## config.mk

```make
export PLATFORM = sky130hd
export DESIGN_NAME = mono_bitmap_blitter_top
export DESIGN_NICKNAME = d
export VERILOG_FILES = /design/src/rtl/core/mbb_pkg.sv /design/src/rtl/core/mono_bitmap_blitter_top.sv
export SDC_FILE = /design/constraint.sdc
export NUM_CORES = 1
export LEC_CHECK = 0
export BUFFER_PORTS_ARGS = -buffer_cell sky130_fd_sc_hd__buf_2
export CORE_ASPECT_RATIO = 1.25
export CORE_UTILIZATION = 55
export CTS_CLUSTER_DIAMETER = 100
export DETAILED_ROUTE_END_ITERATION = 8
export GPL_ROUTABILITY_DRIVEN = 0
export PLACE_DENSITY = 0.82
export SETUP_SLACK_MARGIN = 0.15
export SLEW_MARGIN = 25
export SYNTH_ARGS = -nofsm -noshare
export SYNTH_HDL_FRONTEND = slang
export SYNTH_SLANG_ARGS = --single-unit
```

## constraint.sdc

```tcl
create_clock -name clk -period 10.4 [get_ports clk]
set_clock_uncertainty 0.15 [all_clocks]
set_input_delay 0.52 -clock clk [delete_from_list [all_inputs] [get_ports clk]]
set_output_delay 0.52 -clock clk [all_outputs]
set_load 0.03 [all_outputs]
```

## src/rtl/core/mbb_pkg.sv

```systemverilog
// Shared types and constants of the 1-bpp bitmap blitter.
// Used by mono_bitmap_blitter_top; depends on nothing else.
package mbb_pkg;

	// Sizes and limits of the source bitmap and of the block scale.
	localparam logic [10:0] MAX_WIDTH = 11'd1024;
	localparam logic [3:0]  MAX_SCALE = 4'd8;
	localparam logic [10:0] ROW_LIMIT = 11'd2047;

	// Configuration register indexes.
	localparam logic [2:0] REG_BITMAP_WIDTH = 3'd0;
	localparam logic [2:0] REG_REGION_X     = 3'd1;
	localparam logic [2:0] REG_REGION_Y     = 3'd2;
	localparam logic [2:0] REG_REGION_W     = 3'd3;
	localparam logic [2:0] REG_REGION_H     = 3'd4;
	localparam logic [2:0] REG_DEST_X       = 3'd5;
	localparam logic [2:0] REG_DEST_Y       = 3'd6;
	localparam logic [2:0] REG_DRAW_MODE    = 3'd7;

	// Bit positions in draw_mode.
	localparam int MODE_TRANSP_EN  = 12;
	localparam int MODE_TRANSP_VAL = 13;
	localparam int MODE_INVERT     = 14;

	// One source bit.
	typedef struct packed {
		logic pixel_bit;
		logic end_of_image;
	} in_t;

	// One pixel write.
	typedef struct packed {
		logic signed [15:0] pixel_x;
		logic signed [15:0] pixel_y;
		logic [7:0]         pixel_color;
		logic               run_end;
	} out_t;

	// Sequencer states.
	typedef enum logic [1:0] {
		ST_IDLE = 2'b01,
		ST_EMIT = 2'b10
	} state_t;

endpackage

```

## src/rtl/core/mono_bitmap_blitter_top.sv

```systemverilog
// Top level of the 1-bpp bitmap blitter: column/row tracking, clipping and
// the pixel-write sequencer. Depends on mbb_pkg.
//
//  channel  | direction | handshake            | payload
//  ---------+-----------+----------------------+------------------------
//  in       | input     | in_valid / in_stall  | in_data  (pixel bit, end)
//  out      | output    | out_valid / out_stall| out_data (x, y, color)
//  cfg      | input     | cfg_we               | cfg_index, cfg_data
//
// A bit that draws nothing is only accepted; a drawn bit is accepted, then
// expands into scale*scale pixel writes, one pixel write per cycle while the
// output does not stall, since x/y stepping adders under the sequencer make
// the writes in order. in_stall is high while the sequencer emits; stalls on
// the output hold the output register and the sequencer. Reset clears the
// counters and out_valid and presets the configuration; no clearing pass.
module mono_bitmap_blitter_top (
	input  logic         clk,
	input  logic         arst_n,
	input  logic         in_valid,
	output logic         in_stall,
	input  mbb_pkg::in_t in_data,
	output logic         out_valid,
	input  logic         out_stall,
	output mbb_pkg::out_t out_data,
	input  logic         cfg_we,
	input  logic [2:0]   cfg_index,
	input  logic [15:0]  cfg_data
);
	import mbb_pkg::*;

	// Configuration registers.
	logic [10:0] bitmap_width_q;
	logic [9:0]  region_x_q;
	logic [9:0]  region_y_q;
	logic [10:0] region_w_q;
	logic [10:0] region_h_q;
	logic [15:0] dest_x_q;
	logic [15:0] dest_y_q;
	logic [14:0] draw_mode_q;

	// Position in the source stream.
	logic [10:0] col_q;
	logic [10:0] row_q;

	// Sequencer and stepping state.
	state_t      state_q;
	logic [15:0] cur_x_q;
	logic [15:0] cur_y_q;
	logic [15:0] x0_q;
	logic [2:0]  dx_q;
	logic [2:0]  dy_q;
	logic [2:0]  scale_m1_q;

	// Output register.
	logic        out_valid_q;
	out_t        out_q;

	// Combinational signals.
	logic        in_xfer;
	logic [10:0] w_eff;
	logic [10:0] col_off;
	logic [10:0] row_off;
	logic        in_region;
	logic        pix;
	logic        dropped;
	logic        draw;
	logic [3:0]  scale_raw;
	logic [3:0]  scale;
	logic [13:0] prod_x;
	logic [13:0] prod_y;
	logic [8:0]  bytes_raw;
	logic [8:0]  bytes;
	logic [11:0] padded;
	logic [11:0] col_next;
	logic        emit_load;
	logic        dx_last;
	logic        dy_last;

	assign in_xfer   = in_valid && !in_stall;
	assign in_stall  = (state_q != ST_IDLE);
	assign out_valid = out_valid_q;
	assign out_data  = out_q;

	// Clip the current source position against the bitmap and the region.
	always_comb begin
		w_eff   = (bitmap_width_q > MAX_WIDTH) ? MAX_WIDTH : bitmap_width_q;
		col_off = col_q - {1'b0, region_x_q};
		row_off = row_q - {1'b0, region_y_q};
		in_region = (col_q < w_eff) &&
			(col_q >= {1'b0, region_x_q}) && (col_off < region_w_q) &&
			(row_q >= {1'b0, region_y_q}) && (row_off < region_h_q);
		pix     = in_data.pixel_bit ^ draw_mode_q[MODE_INVERT];
		dropped = draw_mode_q[MODE_TRANSP_EN] && (pix == draw_mode_q[MODE_TRANSP_VAL]);
		draw    = in_region && !dropped && pix;
	end

	// Saturated scale and the scaled offset of the region pixel.
	always_comb begin
		scale_raw = draw_mode_q[11:8];
		if (scale_raw == 4'd0) begin
			scale = 4'd1;
		end else if (scale_raw > MAX_SCALE) begin
			scale = MAX_SCALE;
		end else begin
			scale = scale_raw;
		end
		prod_x = col_off[9:0] * scale;
		prod_y = row_off * scale;
	end

	// Row length in bits, padded to whole bytes, at least one byte.
	always_comb begin
		bytes_raw = 9'((12'(w_eff) + 12'd7) >> 3);
		bytes     = (bytes_raw == 9'd0) ? 9'd1 : bytes_raw;
		padded    = {bytes, 3'b000};
		col_next  = {1'b0, col_q} + 12'd1;
	end

	// Configuration writes.
	always_ff @(posedge clk or negedge arst_n) begin
		if (!arst_n) begin
			bitmap_width_q <= 11'd1;
			region_x_q     <= '0;
			region_y_q     <= '0;
			region_w_q     <= '0;
			region_h_q     <= '0;
			dest_x_q       <= '0;
			dest_y_q       <= '0;
			draw_mode_q    <= 15'd256;
		end else if (cfg_we) begin
			case (cfg_index)
				REG_BITMAP_WIDTH: bitmap_width_q <= cfg_data[10:0];
				REG_REGION_X:     region_x_q     <= cfg_data[9:0];
				REG_REGION_Y:     region_y_q     <= cfg_data[9:0];
				REG_REGION_W:     region_w_q     <= cfg_data[10:0];
				REG_REGION_H:     region_h_q     <= cfg_data[10:0];
				REG_DEST_X:       dest_x_q       <= cfg_data;
				REG_DEST_Y:       dest_y_q       <= cfg_data;
				REG_DRAW_MODE:    draw_mode_q    <= cfg_data[14:0];
				default: ;
			endcase
		end
	end

	// Column and row tracking on every accepted source bit.
	always_ff @(posedge clk or negedge arst_n) begin
		if (!arst_n) begin
			col_q <= '0;
			row_q <= '0;
		end else if (in_xfer) begin
			if (in_data.end_of_image) begin
				col_q <= '0;
				row_q <= '0;
			end else if (col_next >= padded) begin
				col_q <= '0;
				if (row_q < ROW_LIMIT) begin
					row_q <= row_q + 11'd1;
				end
			end else begin
				col_q <= col_next[10:0];
			end
		end
	end

	// The output register takes a new write when it is empty or draining.
	assign emit_load = (state_q == ST_EMIT) && (!out_valid_q || !out_stall);
	assign dx_last   = (dx_q == scale_m1_q);
	assign dy_last   = (dy_q == scale_m1_q);

	// Sequencer: load the block origin, then step x inside y.
	always_ff @(posedge clk or negedge arst_n) begin
		if (!arst_n) begin
			state_q    <= ST_IDLE;
			dx_q       <= '0;
			dy_q       <= '0;
			scale_m1_q <= '0;
		end else begin
			case (state_q)
				ST_IDLE: begin
					if (in_xfer && draw) begin
						state_q    <= ST_EMIT;
						dx_q       <= '0;
						dy_q       <= '0;
						scale_m1_q <= 3'(scale - 4'd1);
					end
				end
				ST_EMIT: begin
					if (emit_load) begin
						if (dx_last) begin
							dx_q <= '0;
							dy_q <= dy_q + 3'd1;
							if (dy_last) begin
								state_q <= ST_IDLE;
							end
						end else begin
							dx_q <= dx_q + 3'd1;
						end
					end
				end
				default: state_q <= ST_IDLE;
			endcase
		end
	end

	// Destination coordinates of the next write.
	always_ff @(posedge clk) begin
		if (state_q == ST_IDLE && in_xfer && draw) begin
			cur_x_q <= dest_x_q + {2'b00, prod_x};
			x0_q    <= dest_x_q + {2'b00, prod_x};
			cur_y_q <= dest_y_q + {2'b00, prod_y};
		end else if (emit_load) begin
			if (dx_last) begin
				cur_x_q <= x0_q;
				cur_y_q <= cur_y_q + 16'd1;
			end else begin
				cur_x_q <= cur_x_q + 16'd1;
			end
		end
	end

	// Output register valid.
	always_ff @(posedge clk or negedge arst_n) begin
		if (!arst_n) begin
			out_valid_q <= 1'b0;
		end else if (emit_load) begin
			out_valid_q <= 1'b1;
		end else if (!out_stall) begin
			out_valid_q <= 1'b0;
		end
	end

	// Output register payload.
	always_ff @(posedge clk) begin
		if (emit_load) begin
			out_q.pixel_x     <= cur_x_q;
			out_q.pixel_y     <= cur_y_q;
			out_q.pixel_color <= draw_mode_q[7:0];
			out_q.run_end     <= dx_last && dy_last;
		end
	end

	// The sequencer state is always a single one-hot code.
	assert property (@(posedge clk) disable iff (!arst_n) $onehot(state_q))
		else $error("sequencer state is not one-hot");

	// Step counters stay inside the latched block size while emitting.
	assert property (@(posedge clk) disable iff (!arst_n)
		(state_q == ST_EMIT) |-> (dx_q <= scale_m1_q && dy_q <= scale_m1_q))
		else $error("step counter beyond block size");

	// The row counter saturates instead of wrapping.
	assert property (@(posedge clk) disable iff (!arst_n)
		(in_xfer && !in_data.end_of_image && row_q == ROW_LIMIT) |=> (row_q == ROW_LIMIT))
		else $error("row counter wrapped");

	// The last write of a block hands control back to the idle state.
	assert property (@(posedge clk) disable iff (!arst_n)
		(emit_load && dx_last && dy_last) |=> (state_q == ST_IDLE && out_valid_q))
		else $error("sequencer did not finish after the last write");

endmodule
```

Word level (Yosys, flattened, before mapping):

Index checks and enable logic that the tools add are counted.

* bits in registers: 223
* word-level logic and storage cells: 133
* output and inout bits: 43

* multipliers: 2
* order comparisons: 9
* bitwise gates (word level): 1
* reductions and logical operators: 40
* multiplexer cells: 29
* equality and inequality tests: 18
* $add $sub $neg: 12

Operator list (count)
* 2-to-1 mux 16 bit: 6
* 2-to-1 mux 11 bit: 6
* less-than comparator 11 bit: 3
* adder 16 x 1 -> 16 bit (second input constant): 2
* adder 16 x 14 -> 16 bit: 2
* >= comparator 11 x 10 -> 1 bit: 2
* subtractor 11 x 10 -> 11 bit: 2
* AND reduction 2 bit: 10
* 2-to-1 mux 3 bit: 5
* multiplier 10 x 4 -> 14 bit: 1
* multiplier 11 x 4 -> 14 bit: 1
* logical AND 1 bit: 13
* adder 11 x 1 -> 12 bit (second input constant): 1
* adder 11 x 3 -> 12 bit (second input constant): 1
* == test 3 bit (second input constant): 4
* >= comparator 12 bit: 1
* case mux 3 bit (2 select lines): 2
* adder 11 x 1 -> 11 bit (second input constant): 1
* > comparator 11 bit (second input constant): 1
* less-than comparator 11 bit (second input constant): 1
* nonzero test 2 bit: 5
* logical NOT 9 bit: 1
* 2-to-1 mux 9 bit: 1
* 2-to-1 mux 2 bit: 4
* 21 further kinds: 35

Depth between registers and ports, before layout:

* word-level depth: 12
* gate-level depth with buffers: 26
* gate-level depth less buffers: 26

Least setup slack after synthesis:

No wires, ideal clock.

* kind: flip-flop to flip-flop
* start: reg row_q[0]
* end: reg cur_y_q[15] (data pin)
* cell stages (with the launch flop): 26
* data required time: 9.987 ns
* arrival time: 5.517 ns
* slack: 4.470 ns
* path buffers: 0
* clock period less this slack: 5.930 ns
* cells stage by stage: dfrtp_1 > inv_1 > ha_1 > inv_1 > fa_1 > a21o_1 > a21oi_1 > o21ai_1 > a21oi_1 > xor2_1 > nor2_1 > fa_1 > inv_1 > fa_1 > inv_1 > ha_1 > nand2_1 > o21a_1 > or4b_2 > o2111ai_1 > ha_1 > a21o_1 > a21o_1 > a22oi_1 > xor2_1 > mux2i_1

* word-level cells in the longest chain between the ends: 7
* elaborated cells between the ends (all ways): 11
* those cells by class: add/sub: 2; mul: 1; order compare: 2; mux: 1; reduce/logical: 5

RTL lines
* start, declared: RTL line mono_bitmap_blitter_top.sv:43 `logic [10:0] row_q;`
* start signal, assigned: RTL line mono_bitmap_blitter_top.sv:157 `row_q <= row_q + 11'd1;`
* parallel branches: the longest is 6 deep, another holds adder 16 x 14 -> 16 bit
* 2-to-1 mux 16 bit *: RTL line mono_bitmap_blitter_top.sv:207 `if (state_q == ST_IDLE && in_xfer && draw) begin`
* end signal, assigned: RTL line mono_bitmap_blitter_top.sv:210 `cur_y_q <= dest_y_q + {2'b00, prod_y};`
* end signal, assigned: RTL line mono_bitmap_blitter_top.sv:214 `cur_y_q <= cur_y_q + 16'd1;`
* end, declared: RTL line mono_bitmap_blitter_top.sv:48 `logic [15:0] cur_y_q;`

Every way passes the cells marked *.
A chain may end at the register's enable or synchronous reset.

Worst setup path in the final report:

Ends and elaborated chain as after synthesis.

==> results.json <==
{
  "outcome": "complete, no violations",
  "antenna_found_initial": 0,
  "vdd_drop_max_v": 0.000250,
  "worstSetupStartpointType": "flop",
  "first_iter_violations": 619,
  "multi_input_area_um2": 8370,
  "regArea_um2": 6030,
  "path_common_cell": "inv_1",
  "dpl_cell_area_um2": 15800,
  "tns_ns": 0,
  "finalSetupViolCount": 0,
  "drt-wirelength-per-cell_um": 18.2,
  "synth_cell_types": 72,
  "viasPerCell": 5.88,
  "h-tree-depth": 1,
  "maxCapViolations": 0,
  "power_mw": 5.17,
  "final_area_um2": 16600,
  "start_util": 0.561,
  "crit_arrival_ns": 6.63,
  "maxSlewViolCount": 0,
  "area.growth.synth_to_final_pct": 10.0,
  "max_freq_mhz": 153,
  "cts_setup_buffers": 0,
  "leakage_nw": 7.62,
  "dp.cells": 1876,
  "firstDrtPassIters": 7,
  "whs_ns": 0.118,
  "power-per-cell-area_nw_per_um2": 312,
  "portBuffers": 68,
  "nNetsFinal": 1755,
  "core_um2": 26900,
  "cts.sinks": 223,
  "die_x_um": 150,
  "async_flop_share": 0.601,
  "cts_tree": "done",
  "antenna_cells": 0,
  "regToRegSetupSlack_ns": 3.88,
  "ys_ff_latch": 223,
  "hpwl_mm": 25.9,
  "min_period_ns": 6.52,
  "slew_headroom": 0.355,
  "rsz0062_at_grt": "no",
  "setup.worst_path.end": "cur_y_q[15]",
  "worst_r2r_path_depth": 25,
  "yosysWarnings": 0,
  "wirelength_mm": 34.9,
  "hold_viol": 0,
  "cts_made_buffers": 22,
  "grt_start_max_net_pins": 92,
  "fin_crit_sh": 0.627,
  "cp-end-kind": "flop",
  "die_y_um": 187,
  "num_rows": 67,
  "synthesis.area_um2": 15100,
  "nFillCells": 2076,
  "yosysSeqAreaShare": 0.400,
  "drive_gt1_frac": 0.146,
  "syn_nets": 1688,
  "syn_avg_cell_area_um2": 10.1,
  "clkLatencyLatePin_ns": 0.52,
  "ctsLongestPathBuffers": 3,
  "ioPinCount": 69,
  "hp-class": "in -> reg",
  "critPathKind": "reg -> reg",
  "post_layout_nonfiller_instances": 1919,
  "path_clk_slew_ns": 0.07,
  "synth_edf_count": 89,
  "crit_start": "row_q[0]",
  "cts_root_buf": "clkbuf_16",
  "crit_fanout": 5,
  "grt_pass1_vias": 11400,
  "die-area_um2": 28100,
  "synthCells": 1491,
  "r2r-end": "cur_y_q[15]",
  "synthFlopType": "dfrtp_1",
  "worst_pin_slew_ns": 0.963,
  "antenna_violating_nets_post_route": 0,
  "r2r_start": "row_q[0]",
  "cp_slowest_stage_delay_ns": 0.66,
  "required_ns": 10.50,
  "grt_pass1_wl_mm": 56.9,
  "grt_use_total": 0.254,
  "drc_errors": 0,
  "vias": 11300,
  "cp_slowest_cell": "or4b_2",
  "overflow": 0
}
[worst min-delay path by stage]
stage                                     to  slack [ns]  depth (start not counted)           start
after global routing            dest_y_q[15]        0.16                          2    cfg_data[15]
after floorplan           bitmap_width_q[10]        0.07                          0          arst_n
after detailed placement         out_data[3]        0.28                          0  draw_mode_q[2]
final                              out_valid        0.12                          3       out_stall
after global placement           out_data[1]        0.28                          0  draw_mode_q[0]
after CTS                          out_valid        0.12                          3       out_stall
[report_power, final]
part           switching [mW]  internal, mW  total, mW
combinational            1.84          1.34       3.18
clock                   0.347         0.482      0.829
sequential             0.0834          1.08       1.16
total                    2.27          2.90       5.17
[cell usage after synthesis, drive strengths merged, types with 7 or more instances]
library cell,instances,area share
o21bai,8,0.0040
clkbuf,33,0.0082
nor4,7,0.0029
edfxtp,89,0.18
fa,48,0.064
a21oi,54,0.018
and2,39,0.016
or2,9,0.0037
nand2b,9,0.0037
nor3,30,0.010
mux2,86,0.068
and3,23,0.0095
dfrtp,131,0.22
xor2,38,0.022
o211ai,7,0.0035
nor2b,7,0.0029
xnor2,60,0.035
nor2,82,0.020
inv,149,0.037
nand4,14,0.0058
a31o,9,0.0052
a21o,27,0.013
nand3,37,0.012
a211oi,8,0.0040
nand2,166,0.041
ha,123,0.10
o21ai,83,0.028
a31oi,18,0.0075
o21a,9,0.0045
[repair_timing]
action	4_1_cts	5_1_grt
endpoints found under the hold margin	46	0
hold buffers	1	0
gates resized for setup	0	0
setup endpoints to repair	0	0
[critical path, delay by kind of cell, from the launching register on]
family                   cells  cell delay (ns)
adder cells (fa/ha/maj)      6             2.30
multiplexers                 1             0.09
AND/OR/NAND/NOR              2             0.87
XOR/XNOR                     2             0.33
flip-flops                   1             0.42
AO/OA/AOI/OAI               10             1.83
buffers and inverters        4             0.27
[cell type report]
type                    count  area share
clock buffers              32      0.0387
clock inverters             8     0.00596
inverters                 149      0.0337
multi-input cells        1080       0.504
flip-flops and latches    223       0.363
well taps                 345      0.0260
repair buffers             82      0.0280
[per-stage QoR]
stage                util  setup WS, ns
finish              0.617          3.88
global placement    0.588          4.18
floorplan               -          4.47
CTS                 0.616          3.94
detailed placement  0.588          3.97
global route        0.617          3.55
[sequential cells by signal (all words and copies together) (netlist names), 15 cells and up]
register     count
x0_q            16
draw_mode_q     15
dest_x_q        16
dest_y_q        16
cur_x_q         16
cur_y_q         16
out_data        41
[placed cells by master, fill, tap and decap left out, types with 24 or more instances in the layout]
cell type / count
clkbuf_16: 24
nor2_1: 82
buf_2: 67
nand3_1: 37
and2_1: 39
xnor2_1: 60
a21oi_1: 54
a21o_1: 27
nand2_1: 166
ha_1: 123
o21ai_0: 73
mux2_2: 71
edfxtp_1: 89
inv_1: 147
fa_1: 48
xor2_1: 38
nor3_1: 28
dfrtp_1: 131
[cell families after synthesis]
family / after synthesis / share of synthesized area
AO/OA/AOI/OAI: 271 / 0.115
AND/OR/NAND/NOR: 447 / 0.142
buffers and inverters: 188 / 0.0484
XOR/XNOR: 98 / 0.0569
multiplexers: 92 / 0.0719
flip-flops: 223 / 0.400
adder cells (fa/ha/maj): 171 / 0.166
other: 1 / 0.000249
[routing by layer]
metal	part of all wire	global-route usage	wire length (µm)
met1	0.38	0.298	13400
met2	0.50	0.447	17500
met4	0.064	0.143	2250
met3	0.050	0.0298	1750
met5	0	0	0
Power figures use the tool's default switching activity.
